## src/sv/ycu_pkg.sv

```systemverilog
// Shared types, widths and conversion constants for the YCbCr upsampler.
package ycu_pkg;

    localparam int MAX_WIDTH_DEF  = 1024;
    localparam int MAX_HEIGHT_DEF = 512;

    localparam int ADDR_W      = 16;
    localparam int BANK_ADDR_W = ADDR_W - 1;
    localparam int BANK_DEPTH  = 1 << BANK_ADDR_W;
    localparam int ENTRY_W     = 16;
    localparam int PIX_W       = 8;
    localparam int X_W         = 10;
    localparam int Y_W         = 9;
    localparam int FW_W        = 11;
    localparam int FH_W        = 10;
    localparam int CFG_DATA_W  = 11;
    localparam int CFG_INDEX_W = 2;
    localparam int CCOL_W      = 9;
    localparam int COEF_W      = 18;
    localparam int PROD_W      = COEF_W + PIX_W;
    localparam int SUM_W       = 28;
    localparam int FRAC_W      = 16;

    typedef logic [ADDR_W-1:0]      addr_t;
    typedef logic [BANK_ADDR_W-1:0] baddr_t;
    typedef logic [ENTRY_W-1:0]     entry_t;
    typedef logic [PIX_W-1:0]       pix_t;
    typedef logic [CCOL_W-1:0]      ccnt_t;
    typedef logic [COEF_W-1:0]      coef_t;
    typedef logic [PROD_W-1:0]      prod_t;
    typedef logic signed [SUM_W-1:0] sum_t;

    localparam logic [CFG_INDEX_W-1:0] REG_FRAME_WIDTH  = 2'd0;
    localparam logic [CFG_INDEX_W-1:0] REG_FRAME_HEIGHT = 2'd1;

    localparam logic MODE_LOAD  = 1'b0;
    localparam logic MODE_PIXEL = 1'b1;

    localparam logic [FW_W-1:0] FRAME_WIDTH_RST  = 11'd1024;
    localparam logic [FH_W-1:0] FRAME_HEIGHT_RST = 10'd512;

    localparam coef_t K_Y    = 18'd76309;
    localparam coef_t K_R_CR = 18'd104597;
    localparam coef_t K_G_CB = 18'd25674;
    localparam coef_t K_G_CR = 18'd53279;
    localparam coef_t K_B_CB = 18'd132201;

    localparam sum_t OFF_R = 28'sd14609351;
    localparam sum_t OFF_G = 28'sd8885109;
    localparam sum_t OFF_B = 28'sd18142724;

    typedef struct packed {
        logic       sel_top;
        logic       sel_bot;
        logic       clamp_x;
        logic [1:0] sub_x;
        logic       sub_y;
    } interp_ctl_t;

endpackage

```

## src/sv/ycu_interp.sv

```systemverilog
// Neighbor selection and bilinear chroma blend, registered Cb and Cr.
module ycu_interp (
    input  logic                 aclk,
    input  logic                 en,
    input  ycu_pkg::interp_ctl_t ctl,
    input  ycu_pkg::entry_t      even_top,
    input  ycu_pkg::entry_t      odd_top,
    input  ycu_pkg::entry_t      even_bot,
    input  ycu_pkg::entry_t      odd_bot,
    output ycu_pkg::pix_t        cb,
    output ycu_pkg::pix_t        cr
);

    function automatic ycu_pkg::pix_t blend(
        input ycu_pkg::pix_t p00,
        input ycu_pkg::pix_t p01,
        input ycu_pkg::pix_t p10,
        input ycu_pkg::pix_t p11,
        input logic [1:0]    sx,
        input logic          ty
    );
        logic [9:0]  wl;
        logic [9:0]  wr;
        logic [9:0]  h0;
        logic [9:0]  h1;
        logic [10:0] total;
        wl    = 10'd4 - {8'b0, sx};
        wr    = {8'b0, sx};
        h0    = {2'b0, p00} * wl + {2'b0, p01} * wr;
        h1    = {2'b0, p10} * wl + {2'b0, p11} * wr;
        total = ty ? ({1'b0, h0} + {1'b0, h1}) : {h0, 1'b0};
        return total[10:3];
    endfunction

    ycu_pkg::entry_t e00, e01, e10, e11;
    ycu_pkg::pix_t   cb_reg, cb_next;
    ycu_pkg::pix_t   cr_reg, cr_next;

    assign e00 = ctl.sel_top ? odd_top : even_top;
    assign e01 = ctl.clamp_x ? e00 : (ctl.sel_top ? even_top : odd_top);
    assign e10 = ctl.sel_bot ? odd_bot : even_bot;
    assign e11 = ctl.clamp_x ? e10 : (ctl.sel_bot ? even_bot : odd_bot);

    always_comb begin
        cb_next = blend(e00[7:0], e01[7:0], e10[7:0], e11[7:0], ctl.sub_x, ctl.sub_y);
        cr_next = blend(e00[15:8], e01[15:8], e10[15:8], e11[15:8], ctl.sub_x, ctl.sub_y);
    end

    always_ff @(posedge aclk) begin
        if (en) begin
            cb_reg <= cb_next;
            cr_reg <= cr_next;
        end
    end

    assign cb = cb_reg;
    assign cr = cr_reg;

endmodule

```

## config.mk

```make
export PLATFORM = sky130hd
export DESIGN_NAME = ycu_interp
export DESIGN_NICKNAME = d
export VERILOG_FILES = /design/src/sv/ycu_pkg.sv /design/src/sv/ycu_interp.sv
export SDC_FILE = /design/constraint.sdc
export NUM_CORES = 1
export LEC_CHECK = 0
export ABC_AREA = 1
export BUFFER_PORTS_ARGS = -buffer_cell sky130_fd_sc_hd__clkbuf_2
export CORE_MARGIN = 2
export CORE_UTILIZATION = 60
export CTS_CLUSTER_DIAMETER = 30
export DETAILED_ROUTE_END_ITERATION = 8
export GPL_ROUTABILITY_DRIVEN = 0
export PLACE_DENSITY = 0.92
export SETUP_SLACK_MARGIN = 0.15
export SLEW_MARGIN = 20
export SYNTH_ARGS = -nofsm -noshare
export SYNTH_HDL_FRONTEND = slang
export SYNTH_SLANG_ARGS = --single-unit
```

## constraint.sdc

```tcl
create_clock -name aclk -period 12.5 [get_ports aclk]
set_input_delay 2.5 -clock aclk [delete_from_list [all_inputs] [get_ports aclk]]
set_output_delay 2.5 -clock aclk [all_outputs]
set_load 0.005 [all_outputs]
```

## Word-level counts from Yosys, hierarchy flattened

Cells that the tools add are included.

- Word-level logic and storage cells: 25
- Bits in read-only memories: 0
- Register bits: 16
- Input bits: 72
- Memories kept: 0
- Bits in latches: 0
- RAM bits: 0

- Div/mod/pow operators: 0
- Add/sub/neg operators: 7
- $lt $le $gt $ge: 0
- Multiplexer cells: 8
- Shift-type cells: 0
- Reduce and logical (&&, ||, !) cells: 0
- Bitwise operators: 0
- Multipliers: 8
- Equal/unequal tests: 0

Operators with widths:

| cell | count |
|---|---|
| 2-to-1 mux 16 bit | 6 |
| adder 10 bit | 4 |
| multiplier 8 x 2 -> 10 bit | 4 |
| adder 10 x 10 -> 11 bit | 2 |
| 2-to-1 mux 11 bit | 2 |
| multiplier 8 x 10 -> 10 bit | 2 |
| multiplier 9 x 4 -> 10 bit | 2 |
| subtractor 3 x 2 -> 4 bit (first input constant) | 1 |

## Depth between registers and ports, before layout

- Depth after elaboration: 6
- Gate-level depth with buffers: 31
- Mapped depth without buffers: 31

## Least setup slack after synthesis

Ideal clock, no wire load.

- Path kind: input to register
- Start: in ctl[1] (netlist bit)
- End: reg cb_reg[6], in the netlist cb[6] (data pin)
- Slack: 4.330 ns
- Arrival: 7.908 ns
- Setup time: 0.262 ns
- Stages: 26
- Required time: 12.238 ns
- Buffers on the path: 4
- Cells stage by stage: buf_2 > inv_1 > clkbuf_1 > ha_1 > buf_2 > clkinv_1 > clkbuf_1 > nor2_1 > fa_1 > fa_1 > fa_1 > fa_1 > ha_1 > ha_1 > a21oi_1 > o21a_1 > o31ai_1 > xnor2_1 > inv_1 > ha_1 > nand2_1 > a21oi_1 > a211oi_1 > nand4_1 > nand3_1 > o21ai_0

- Longest elaborated chain between the ends: 5

RTL lines:

| element | RTL line | source |
|---|---|---|
| start: declaration | ycu_interp.sv:5 | `input ycu_pkg::interp_ctl_t ctl,` |
| subtractor 3 x 2 -> 4 bit | ycu_interp.sv:27 | `wl = 10'd4 - {8'b0, sx};` |
| multiplier 8 x 10 -> 10 bit (on tied branches) | ycu_interp.sv:29, ycu_interp.sv:30 |  |
| adder 10 bit (on tied branches) | ycu_interp.sv:29, ycu_interp.sv:30 |  |
| adder 10 x 10 -> 11 bit | ycu_interp.sv:31 | `total = ty ? ({1'b0, h0} + {1'b0, h1}) : {h0, 1'b0};` |
| 2-to-1 mux 11 bit (*) | ycu_interp.sv:31 |  |
| via cb_next[6] | ycu_interp.sv:36 | `ycu_pkg::pix_t cb_reg, cb_next;` |
| end signal: assignment | ycu_interp.sv:51 | `cb_reg <= cb_next;` |
| end: declaration | ycu_interp.sv:36 |  |

The timed path passes the listed nets; every way through them passes the cells marked *.
A chain may end at the register's enable or synchronous reset.

## Worst setup path after layout

- Start: in ctl[2] (netlist bit)
- End: reg cb_reg[6], in the netlist cb[6] (data pin)

Same word-level chain as after synthesis.

==> summary.txt <==
Yosys
  – Cell variety after synth: 38
  – Synth Register Bits: 16
  – Synth Instances: 1035
  – Yosys warning total: 0
  – Synth top area share: 22.96%
  – Avg Inst Size Synth: 7.109 µm²
  – Leading area contributor after synthesis: ha_1
  – Post-synthesis sequential area ratio: 6.530%
  – Synth Flop Type: edfxtp_1
  – Ranking of synthesized cells by area: ha_1, fa_1, nand2_1
  – Post-synth ARST share: 0%
  – Synthesized Nets: 1320
  – Post-synth EDFFs: 16
  – Syn Std Cell Area: 0.007358 mm²

Setup path
  – CP required: 12.48 ns
  – Slowest-stage cell, CP: clkinv_1
  – Worst Setup Start Kind: input port
  – Worst Path Buf+Inv: 5
  – Crit path cell chain: clkbuf_2, inv_1, buf_4, ha_1, clkinv_1, nor2_1, fa_1, fa_1, fa_1, fa_1, ha_1, ha_1, a21oi_1, o21a_1, o31ai_1, xnor2_1, inv_1, ha_1, nand2_1, a21oi_1, a211oi_1, nand4_1, nand3_1, o21ai_0
  – Crit Path Class: input port to flop
  – Critical Path Max Stage Delay: 0.75 ns
  – Delay-heaviest family, CP: adder cells
  – WP data arrival: 8.88 ns
  – Max FO, Critical Path: 30
  – Element type at the critical path end: flop

Finish
  – Area Growth Syn to Fin: 7.788%
  – Fraction of layout cells with a size suffix above 1: 10.66%
  – Layout fillers: 1016
  – # nets final: 1385
  – ANT cells: 0
  – FF/Latch Area: 480.5 µm²
  – Multi-input logic area: 0.006028 mm²
  – Final Non-Filler Cells: 1245

Floorplanning
  – # IOs: 88
  – Starting Density: 61.26%
  – Die footprint: 0.01317 mm²
  – Die H: 114.7 µm
  – Area of the core: 0.01201 mm²
  – Die Wd: 114.7 µm
  – Rows: 40

Power and ir drop
  – Cell Pwr Density: 235.3 mW/mm²
  – Peak supply drop: 0.1406 mV
  – Pleak: 4.535 nW

Min path
  – Hold path startpoint: en
  – Min-Delay Path Class: input port to flop
  – Worst Hold Depth: 1
  – Hold Path End: cb[3]$_DFFE_PP_

Global route
  – Total GRT Usage: 27.63%
  – Wire length of the first global-routing pass: 29710 µm
  – Largest net degree at the start of global routing: 56
  – Grt ovf: 0
  – Initial antenna violation count: 0
  – Vias in the first global route: 6682

Run status
  – Status: finished, final reports clean

Timing
  – Final Hold Fails: 0
  – Slew headroom: 38.62%
  – Max-slew violation count: 0
  – Fmax: 112.3 MHz
  – Unrepaired setup endpoints after global routing: false
  – Post-route clock period utilization: 71.21%
  – Tightest Pin Transition: 0.9197 ns
  – Fin crit period: 8.902 ns
  – Setup-failing EPs final: 0
  – Setup tns final: 0 ns

CTS
  – Reg clk slew, reported paths: 0.05 ns
  – CTS Hold Buffers Added: 0
  – CTS tree: yes
  – Max Root-Sink Buffers: 2
  – # Post-CTS Setup Buffers: 0
  – Root buffer cell: clkbuf_16
  – # H-tree levels: 1
  – Post-cts sizing count: 0
  – Num CTS Buffers: 3
  – CTS sink count: 16

Detailed routing
  – 1st-iter DRT viols: 408
  – Wire per inst: 13.97 µm
  – Pre-Repair DR Iteration Count: 5
  – Antenna Nets Post-Route: 0
  – Remaining DRCs: 0
  – Final WL: 17390 µm
  – Avg Vias per Cell: 5.466
  – Total number of vias: 6805

Placed design
  – Placed Cells: 1242
  – Detailed placer's ending HPWL: 14780 µm
  – PortBufs: 87

Job
  – Max-cap violation count: 0
## cell type report
| class | instances | area share [%] |
|---|---|---|
| multi-input cells | 800 | 76.01 |
| inverters | 190 | 8.992 |
| well taps | 147 | 2.319 |
| flip-flops and latches | 16 | 6.058 |
| repair buffers | 89 | 5.679 |
| clock buffers | 3 | 0.9465 |
## cell usage in the layout (no fill, tap or decap), types with 6 or more instances in the layout
master	instances
nand4_1	6
inv_1	187
o21a_1	6
or2_2	13
nand3_1	32
edfxtp_1	16
o21ai_0	69
a21oi_1	35
xor2_1	12
fa_1	78
nand2_1	200
nor2_1	149
ha_1	135
xnor2_1	24
clkbuf_2	87
## through the flow
| stage | total power, mW | setup slack [ns] | cell area [µm²] | hold WS (ns) | utilization [%] |
|---|---|---|---|---|---|
| 6_report | 1.866 | 3.598 | 7931 | 2.777 | 66.03 |
| 5_1_grt | 2.109 | 3.224 | 7931 | 2.800 | 66.03 |
| 4_1_cts | 1.840 | 3.705 | 7931 | 2.781 | 66.03 |
| 3_5_place_dp | 1.768 | 3.443 | 7856 | 2.899 | 65.41 |
| 3_3_place_gp | 1.704 | 3.727 | 7856 | 2.897 | 65.41 |
| 2_1_floorplan | 1.417 | 4.330 | 7358 | 2.613 | - |
## worst max path at each step
stage                                  to   start  cells past startpoint  slack, ns
final                     cb[6]$_DFFE_PP_  ctl[2]                     24       3.60
after global routing      cb[6]$_DFFE_PP_  ctl[2]                     24       3.22
after CTS                 cb[6]$_DFFE_PP_  ctl[2]                     24       3.71
after detailed placement  cb[6]$_DFFE_PP_  ctl[2]                     24       3.44
after global placement    cb[6]$_DFFE_PP_  ctl[2]                     24       3.73
after floorplan           cb[6]$_DFFE_PP_  ctl[1]                     26       4.33
## cell families after synthesis
| kind of cell | Yosys count | synth area share, % |
|---|---|---|
| simple gates | 416 | 22.97 |
| buf+inv | 219 | 11.55 |
| fa+ha+maj | 213 | 44.18 |
| compound gates | 130 | 9.641 |
| xor+xnor | 38 | 4.727 |
| flops | 16 | 6.529 |
| mux | 3 | 0.4081 |
## synthesized netlist by cell type, types with 2 or more instances
cell type / instances
a21oi_1: 35
a31oi_1: 4
and2_1: 2
buf_2: 9
buf_6: 2
clkbuf_1: 17
edfxtp_1: 16
fa_1: 78
ha_1: 135
inv_1: 187
inv_2: 2
mux2i_1: 3
nand2_1: 200
nand2_2: 4
nand3_1: 32
nand3b_1: 2
nand4_1: 6
nor2_1: 149
nor3_1: 4
o21a_1: 6
o21ai_0: 69
o21ai_2: 2
o21bai_1: 4
o22ai_1: 3
o31ai_1: 2
or2_1: 3
or2_2: 13
xnor2_1: 24
xnor2_2: 2
xor2_1: 12
## report_power, final
group	internal [mW]	switching (mW)
sequential	0.119	0.00693
clock	0.0419	0.0187
combinational	0.667	1.01
## metal layers
metal	up-vias	share of wire, %	GRT usage (%)
li1	3374	-	-
met1	3165	46	38.53
met2	243	46	47.42
met3	23	6.6	1.687
met4	0	1.4	6.827
met5	-	0	0
No activity file was read; power rests on OpenSTA's default activity.
