===== src/sv/ycu_pkg.sv =====
// Shared types, widths and conversion constants for the YCbCr upsampler.
package ycu_pkg;

    localparam int MAX_WIDTH_DEF  = 1024;
    localparam int MAX_HEIGHT_DEF = 512;

    localparam int ADDR_W      = 16;
    localparam int BANK_ADDR_W = ADDR_W - 1;
    localparam int BANK_DEPTH  = 1 << BANK_ADDR_W;
    localparam int ENTRY_W     = 16;
    localparam int PIX_W       = 8;
    localparam int X_W         = 10;
    localparam int Y_W         = 9;
    localparam int FW_W        = 11;
    localparam int FH_W        = 10;
    localparam int CFG_DATA_W  = 11;
    localparam int CFG_INDEX_W = 2;
    localparam int CCOL_W      = 9;
    localparam int COEF_W      = 18;
    localparam int PROD_W      = COEF_W + PIX_W;
    localparam int SUM_W       = 28;
    localparam int FRAC_W      = 16;

    typedef logic [ADDR_W-1:0]      addr_t;
    typedef logic [BANK_ADDR_W-1:0] baddr_t;
    typedef logic [ENTRY_W-1:0]     entry_t;
    typedef logic [PIX_W-1:0]       pix_t;
    typedef logic [CCOL_W-1:0]      ccnt_t;
    typedef logic [COEF_W-1:0]      coef_t;
    typedef logic [PROD_W-1:0]      prod_t;
    typedef logic signed [SUM_W-1:0] sum_t;

    localparam logic [CFG_INDEX_W-1:0] REG_FRAME_WIDTH  = 2'd0;
    localparam logic [CFG_INDEX_W-1:0] REG_FRAME_HEIGHT = 2'd1;

    localparam logic MODE_LOAD  = 1'b0;
    localparam logic MODE_PIXEL = 1'b1;

    localparam logic [FW_W-1:0] FRAME_WIDTH_RST  = 11'd1024;
    localparam logic [FH_W-1:0] FRAME_HEIGHT_RST = 10'd512;

    localparam coef_t K_Y    = 18'd76309;
    localparam coef_t K_R_CR = 18'd104597;
    localparam coef_t K_G_CB = 18'd25674;
    localparam coef_t K_G_CR = 18'd53279;
    localparam coef_t K_B_CB = 18'd132201;

    localparam sum_t OFF_R = 28'sd14609351;
    localparam sum_t OFF_G = 28'sd8885109;
    localparam sum_t OFF_B = 28'sd18142724;

    typedef struct packed {
        logic       sel_top;
        logic       sel_bot;
        logic       clamp_x;
        logic [1:0] sub_x;
        logic       sub_y;
    } interp_ctl_t;

endpackage


===== src/sv/ycu_csc.sv =====
// BT.601 color conversion: registered products, then sum, clamp and output register.
module ycu_csc (
    input  logic          aclk,
    input  logic          en_prod,
    input  logic          en_out,
    input  ycu_pkg::pix_t luma,
    input  ycu_pkg::pix_t cb,
    input  ycu_pkg::pix_t cr,
    input  logic          oor,
    output ycu_pkg::pix_t red,
    output ycu_pkg::pix_t green,
    output ycu_pkg::pix_t blue,
    output logic          out_of_range
);

    function automatic ycu_pkg::pix_t clamp_byte(input ycu_pkg::sum_t v);
        logic [ycu_pkg::SUM_W-ycu_pkg::FRAC_W-1:0] q;
        ycu_pkg::pix_t                             res;
        q = v[ycu_pkg::SUM_W-1:ycu_pkg::FRAC_W];
        if (v[ycu_pkg::SUM_W-1]) begin
            res = '0;
        end else if (q > 12'd255) begin
            res = 8'd255;
        end else begin
            res = q[7:0];
        end
        return res;
    endfunction

    ycu_pkg::prod_t y_prod_reg, r_cr_prod_reg, g_cb_prod_reg, g_cr_prod_reg, b_cb_prod_reg;
    logic           oor_reg;
    ycu_pkg::sum_t  red_sum, green_sum, blue_sum;
    ycu_pkg::pix_t  red_reg, red_next;
    ycu_pkg::pix_t  green_reg, green_next;
    ycu_pkg::pix_t  blue_reg, blue_next;
    logic           out_oor_reg, out_oor_next;

    always_ff @(posedge aclk) begin
        if (en_prod) begin
            y_prod_reg    <= ycu_pkg::prod_t'(ycu_pkg::K_Y) * ycu_pkg::prod_t'(luma);
            r_cr_prod_reg <= ycu_pkg::prod_t'(ycu_pkg::K_R_CR) * ycu_pkg::prod_t'(cr);
            g_cb_prod_reg <= ycu_pkg::prod_t'(ycu_pkg::K_G_CB) * ycu_pkg::prod_t'(cb);
            g_cr_prod_reg <= ycu_pkg::prod_t'(ycu_pkg::K_G_CR) * ycu_pkg::prod_t'(cr);
            b_cb_prod_reg <= ycu_pkg::prod_t'(ycu_pkg::K_B_CB) * ycu_pkg::prod_t'(cb);
            oor_reg       <= oor;
        end
    end

    always_comb begin
        red_sum   = ycu_pkg::sum_t'(y_prod_reg) + ycu_pkg::sum_t'(r_cr_prod_reg)
                    - ycu_pkg::OFF_R;
        green_sum = ycu_pkg::sum_t'(y_prod_reg) - ycu_pkg::sum_t'(g_cb_prod_reg)
                    - ycu_pkg::sum_t'(g_cr_prod_reg) + ycu_pkg::OFF_G;
        blue_sum  = ycu_pkg::sum_t'(y_prod_reg) + ycu_pkg::sum_t'(b_cb_prod_reg)
                    - ycu_pkg::OFF_B;
        red_next     = oor_reg ? '0 : clamp_byte(red_sum);
        green_next   = oor_reg ? '0 : clamp_byte(green_sum);
        blue_next    = oor_reg ? '0 : clamp_byte(blue_sum);
        out_oor_next = oor_reg;
    end

    always_ff @(posedge aclk) begin
        if (en_out) begin
            red_reg     <= red_next;
            green_reg   <= green_next;
            blue_reg    <= blue_next;
            out_oor_reg <= out_oor_next;
        end
    end

    assign red          = red_reg;
    assign green        = green_reg;
    assign blue         = blue_reg;
    assign out_of_range = out_oor_reg;

endmodule


===== config.mk =====
export PLATFORM = sky130hd
export DESIGN_NAME = ycu_csc
export DESIGN_NICKNAME = d
export VERILOG_FILES = /design/src/sv/ycu_pkg.sv /design/src/sv/ycu_csc.sv
export SDC_FILE = /design/constraint.sdc
export NUM_CORES = 1
export LEC_CHECK = 0
export BUFFER_PORTS_ARGS = -buffer_cell sky130_fd_sc_hd__buf_2
export CORE_MARGIN = 8
export CORE_UTILIZATION = 45
export DETAILED_ROUTE_END_ITERATION = 8
export PLACE_DENSITY = 0.69
export REMOVE_ABC_BUFFERS = 1
export SLEW_MARGIN = 20
export SYNTH_ARGS = -nofsm -noshare
export SYNTH_HDL_FRONTEND = slang
export SYNTH_SLANG_ARGS = --single-unit
export TNS_END_PERCENT = 100

===== constraint.sdc =====
create_clock -name aclk -period 10 [get_ports aclk]
set_input_delay 0.5 -clock aclk [delete_from_list [all_inputs] [get_ports aclk]]
set_output_delay 0.5 -clock aclk [all_outputs]
set_load 0.01 [all_outputs]

# --- Word-level counts from Yosys, hierarchy flattened ---
# Index checks and enable logic that the tools add are counted.
totals:
  ff_bits: 148
  latch_bits: 0
  mem_bits_rw: 0
  rom_bits: 0
  inputBits: 28
  n_memories: 0
op_classes:
  addsub: 7
  n_mul: 5
  div_mod_pow: 0
  order_cmp: 3
  n_eq_ne: 0
  shift: 0
  mux: 3
  n_bitwise: 0
  reduce_logical: 3
ops:
  columns: ["cell", "count"]
  rows:
  - ["$mul 17x8->25 const A", 2]
  - ["$gt 12x8->1 const B", 3]
  - ["$add 27x25->28 const B", 1]
  - ["$sub 27x25->28 const B", 1]
  - ["$add 25x26->27", 1]
  - ["$sub 26x24->27 const B", 1]
  - ["$sub 26x25->27", 1]
  - ["$add 25x25->26", 1]
  - ["$mul 18x8->26 const A", 1]
  - ["$sub 25x23->26", 1]
  - ["$mul 16x8->24 const A", 1]
  - ["$mux 8", 3]
  - ["$mul 14x8->22 const A", 1]
  - ["$reduce_or 2->1", 3]

# --- Logic depth before layout (Yosys ltp) ---
depth:
  ltp_word: 5
  ltp_mapped: 25
  mapped_depth_nobuf: 25

# --- Worst setup path before layout ---
# No wires, ideal clock.
synth_timing:
  path_type: "register to register"
  startpoint: "register y_prod_reg[1]"
  endpoint: "register green_reg[0] (netlist: green[0]), data pin"
  setup_time_ps: 275
  arrival_ps: 5158
  required_time_ps: 9725
  path_slack_ps: 4567
  path_stages_with_launch: 26
  path_buffers: 0
  period_less_slack_ps: 5433
  path_cell_list: "edfxtp_1 -> inv_1 -> ha_1 -> fa_1 -> nand2b_1 -> a21boi_1 -> o21ai_1 -> a211oi_1 -> a311oi_1 -> nor3_1 -> a21oi_1 -> o21bai_1 -> xnor2_1 -> ha_1 -> inv_1 -> ha_1 -> or3_1 -> o21ai_1 -> o21ai_1 -> o211a_1 -> a311o_1 -> o311ai_4 -> o21ai_2 -> a21o_1 -> a21oi_4 -> nor3_2"
synth_via:
  elab_chain_cells: 5
synth_lines:
  columns: ["item", "line", "rtl"]
  rows:
  - ["from (decl)", "ycu_csc.sv:30", "ycu_pkg::prod_t y_prod_reg, r_cr_prod_reg, g_cb_prod_reg, g_cr_prod_reg, b_cb_prod_reg;"]
  - ["from (signal assigned)", "ycu_csc.sv:40", "y_prod_reg <= ycu_pkg::prod_t'(ycu_pkg::K_Y) * ycu_pkg::prod_t'(luma);"]
  - ["$sub 25x23->26 (*)", "ycu_csc.sv:52", "green_sum = ycu_pkg::sum_t'(y_prod_reg) - ycu_pkg::sum_t'(g_cb_prod_reg)"]
  - ["$sub 26x25->27 (*)", "ycu_csc.sv:53", "- ycu_pkg::sum_t'(g_cr_prod_reg) + ycu_pkg::OFF_G;"]
  - ["$add 27x25->28 (*)", "ycu_csc.sv:53", null]
  - ["$gt 12x8->1", "ycu_csc.sv:22", "end else if (q > 12'd255) begin"]
  - ["$mux 8", "ycu_csc.sv:22", null]
  - ["to (signal assigned)", "ycu_csc.sv:65", "green_reg <= green_next;"]
  - ["to (decl)", "ycu_csc.sv:34", "ycu_pkg::pix_t green_reg, green_next;"]
# Every way passes the cells marked *; elsewhere a longest branch is shown, timed or not.
# A chain may end at the register's enable or synchronous reset.

# --- Final worst setup path ---
# Ends and elaborated chain as after synthesis.

==> impl_metrics.toml <==
[status]
status = "complete, no violations"

[yosys]
synth-compound-area-share = 0.129
synth_area_leaders = "ha_1 32%, edfxtp_1 25%, fa_1 8.0%"
synth-xor-area-share = 0.0633
synth.avg_cell_area_sq_um = 10.2
synth.distinct_cells = 74
yosys.area_share.simple = 0.0767
synth_top_flop_cell = "edfxtp_1"
synthTopCellsByCount = "444 x ha_1, 324 x inv_1, 145 x edfxtp_1"
synth.cell_area_sq_um = 17200
yosysTopAreaCell = "ha_1"
yosys.area_share.adder = 0.404
synth_most_common_cell = "ha_1"
muxShareOfSynthArea = 0.00190
seq_area_frac_synth = 0.254
synth_enable_flop_cells = 145
synth_top_family_by_area = "adder cells"
synth_top_cell_area_share = 0.324
synthCells = 1689
yosysWarnings = 0
ys_ff_latch = 145
async_flop_share = 0

[critical_path]
crit_buf_inv = 2
worst-path-stages = 25
regToRegEndpoint = "green[0]"
end_kind = "register"
crit_path_start_kind = "register"
critPathKind = "reg -> reg"
r2r_slack_ps = 3930
r2r_cells = 25
cpLargestDelayFamily = "compound AO/OA/AOI/OAI gates"
cpPeakStageDelay_ps = 440
reg2reg_from = "y_prod_reg[1]"
crit_required_ps = 10150
path_max_fanout = 8
worstPathArrival_ps = 6230
crit_slowest_cell = "a311o_1"

[global_routing]
overflow = 0
grt_pass1_wl_um = 58900
grt_usage = 0.164
grtUsageMet1 = 0.198
top_usage_layer = "met2"
grt_start_max_net_pins = 63
antenna_found_initial = 1
met2_usage = 0.292
grt_pass1_vias = 12200
grt_use_met3 = 0.0248

[sta]
clock_skew_ps = 10.1
relSlewSlack = 0.474
fmax_ghz = 0.165
worstMarginPinSlew_ps = 789
fin_crit_sh = 0.607
rsz0062_at_grt = "false"
report.final.slew_viol_count = 0
setup_tns_ps = 0
hold_violations = 0
hold_ws_ps = 248
layout_min_cycle_time_ps = 6070
setup_viol = 0

[finish]
fin_nets = 2298
drive_above_1_share = 0.0667
post-route-util = 0.496
num_antenna_cells = 0
largest_register_ffs = 26
design_area_sq_um = 18600
syn2layout_area_growth_pct = 8.62
instances_no_fill = 2281
fillers = 3402

[cts]
clock-root-buffer = "clkbuf_16"
cts.repair.resized = 0
cts_setup_buffers = 0
hold_buffers = 0
clk_path_buf_depth = 2
path_clk_slew_ps = 70
h-tree-depth = 4
cts_tree = "built"
cts_buffers = 17
clk_latency_ps = 420
cts.sinks = 145

[place]
hpwl_um = 30200
placed_area_sq_um = 18100
place_congestion = 0.867
portBuffers = 52
dp_cells = 2249

[drt]
num_vias = 12000
vias_per_cell = 5.28
drcViolationCount = 0
wl_um = 35900
wl_per_cell_um = 15.7
drt_iter0_markers = 542
firstDrtPassIters = 5
drt.antenna.violating_nets = 0

[floorplan]
die_y_um = 211
io_pins = 53
core-area_sq_um = 37600
row_count = 71
dieArea_sq_um = 44600
die_x_um = 211
start_util = 0.457

[power]
p_leak_nw = 9.46
ir_worst_vdd_mv = 0.203
p_per_area_nw_per_um2 = 293

[worst_hold_path]
hp-start = "oor"
hold_end = "oor_reg"
hp-class = "in -> reg"
whs_path_depth = 1

[job]
drv_cap = 0
## placed cells by master, fill, tap and decap left out, types with 16 or more instances in the layout
cell type	count
inv_1	324
ha_1	444
a211oi_1	16
a21oi_1	94
a21o_1	41
edfxtp_1	145
xnor2_1	85
o21ai_1	20
fa_1	69
clkbuf_16	17
nor3_1	31
o21a_1	32
nand2_1	31
buf_2	51
o21ai_0	21
xor2_1	39
o21bai_1	18
nor2b_1	17
nor2_1	79
## power by group
part           total [W]  internal [W]  switching (W)  leakage [nW]
Clock           0.000641      0.000373       0.000269         0.280
Combinational    0.00377       0.00165        0.00212          7.76
Sequential       0.00105      0.000954      0.0000965          1.43
Total            0.00546       0.00297        0.00249          9.46
## kinds of logic (layout without fill, tap and decap cells)
group / after synthesis / after routing
AOI/OAI and AO/OA: 323 / 323
xor gates and xnor gates: 124 / 124
adders and majority gates: 513 / 513
buffers and inverters: 328 / 409
DFF: 145 / 145
muxes: 2 / 2
and+or+nand+nor: 254 / 254
## final cells by class
class	count	area, sq um	share of cell area
repair buffers	53	270	0.0145
clock inverters	13	153	0.00819
inverters	324	1220	0.0652
clock buffers	19	433	0.0232
well taps	511	639	0.0343
flip-flops and latches	145	4350	0.234
multi-input cells	1216	11600	0.621
## how the worst max path moves through the flow
stage	endpoint	slack (ps)	start
floorplan	green[0]	4570	y_prod_reg[1]
finish	green[0]	3930	y_prod_reg[1]
global placement	green[7]	4130	y_prod_reg[1]
CTS	green[0]	3930	y_prod_reg[1]
global route	green[0]	3470	y_prod_reg[1]
detailed placement	green[3]	3970	y_prod_reg[1]
## routing by layer
layer  share of wire  wire, um  up-vias
met1            0.45     16000     5735
met2            0.48     17300      191
li1                -         -     6049
met4           0.031      1110        2
met3           0.039      1410       69
met5         0.00033        12        -
## through the flow
stage	setup slack [ps]	total power, W
after floorplan	4570	0.00391
after global placement	4130	0.00468
after detailed placement	3970	0.00480
after CTS	3930	0.00549
after global routing	3470	0.00601
final	3930	0.00546
Note: power is estimated with default switching activity, not from simulation.
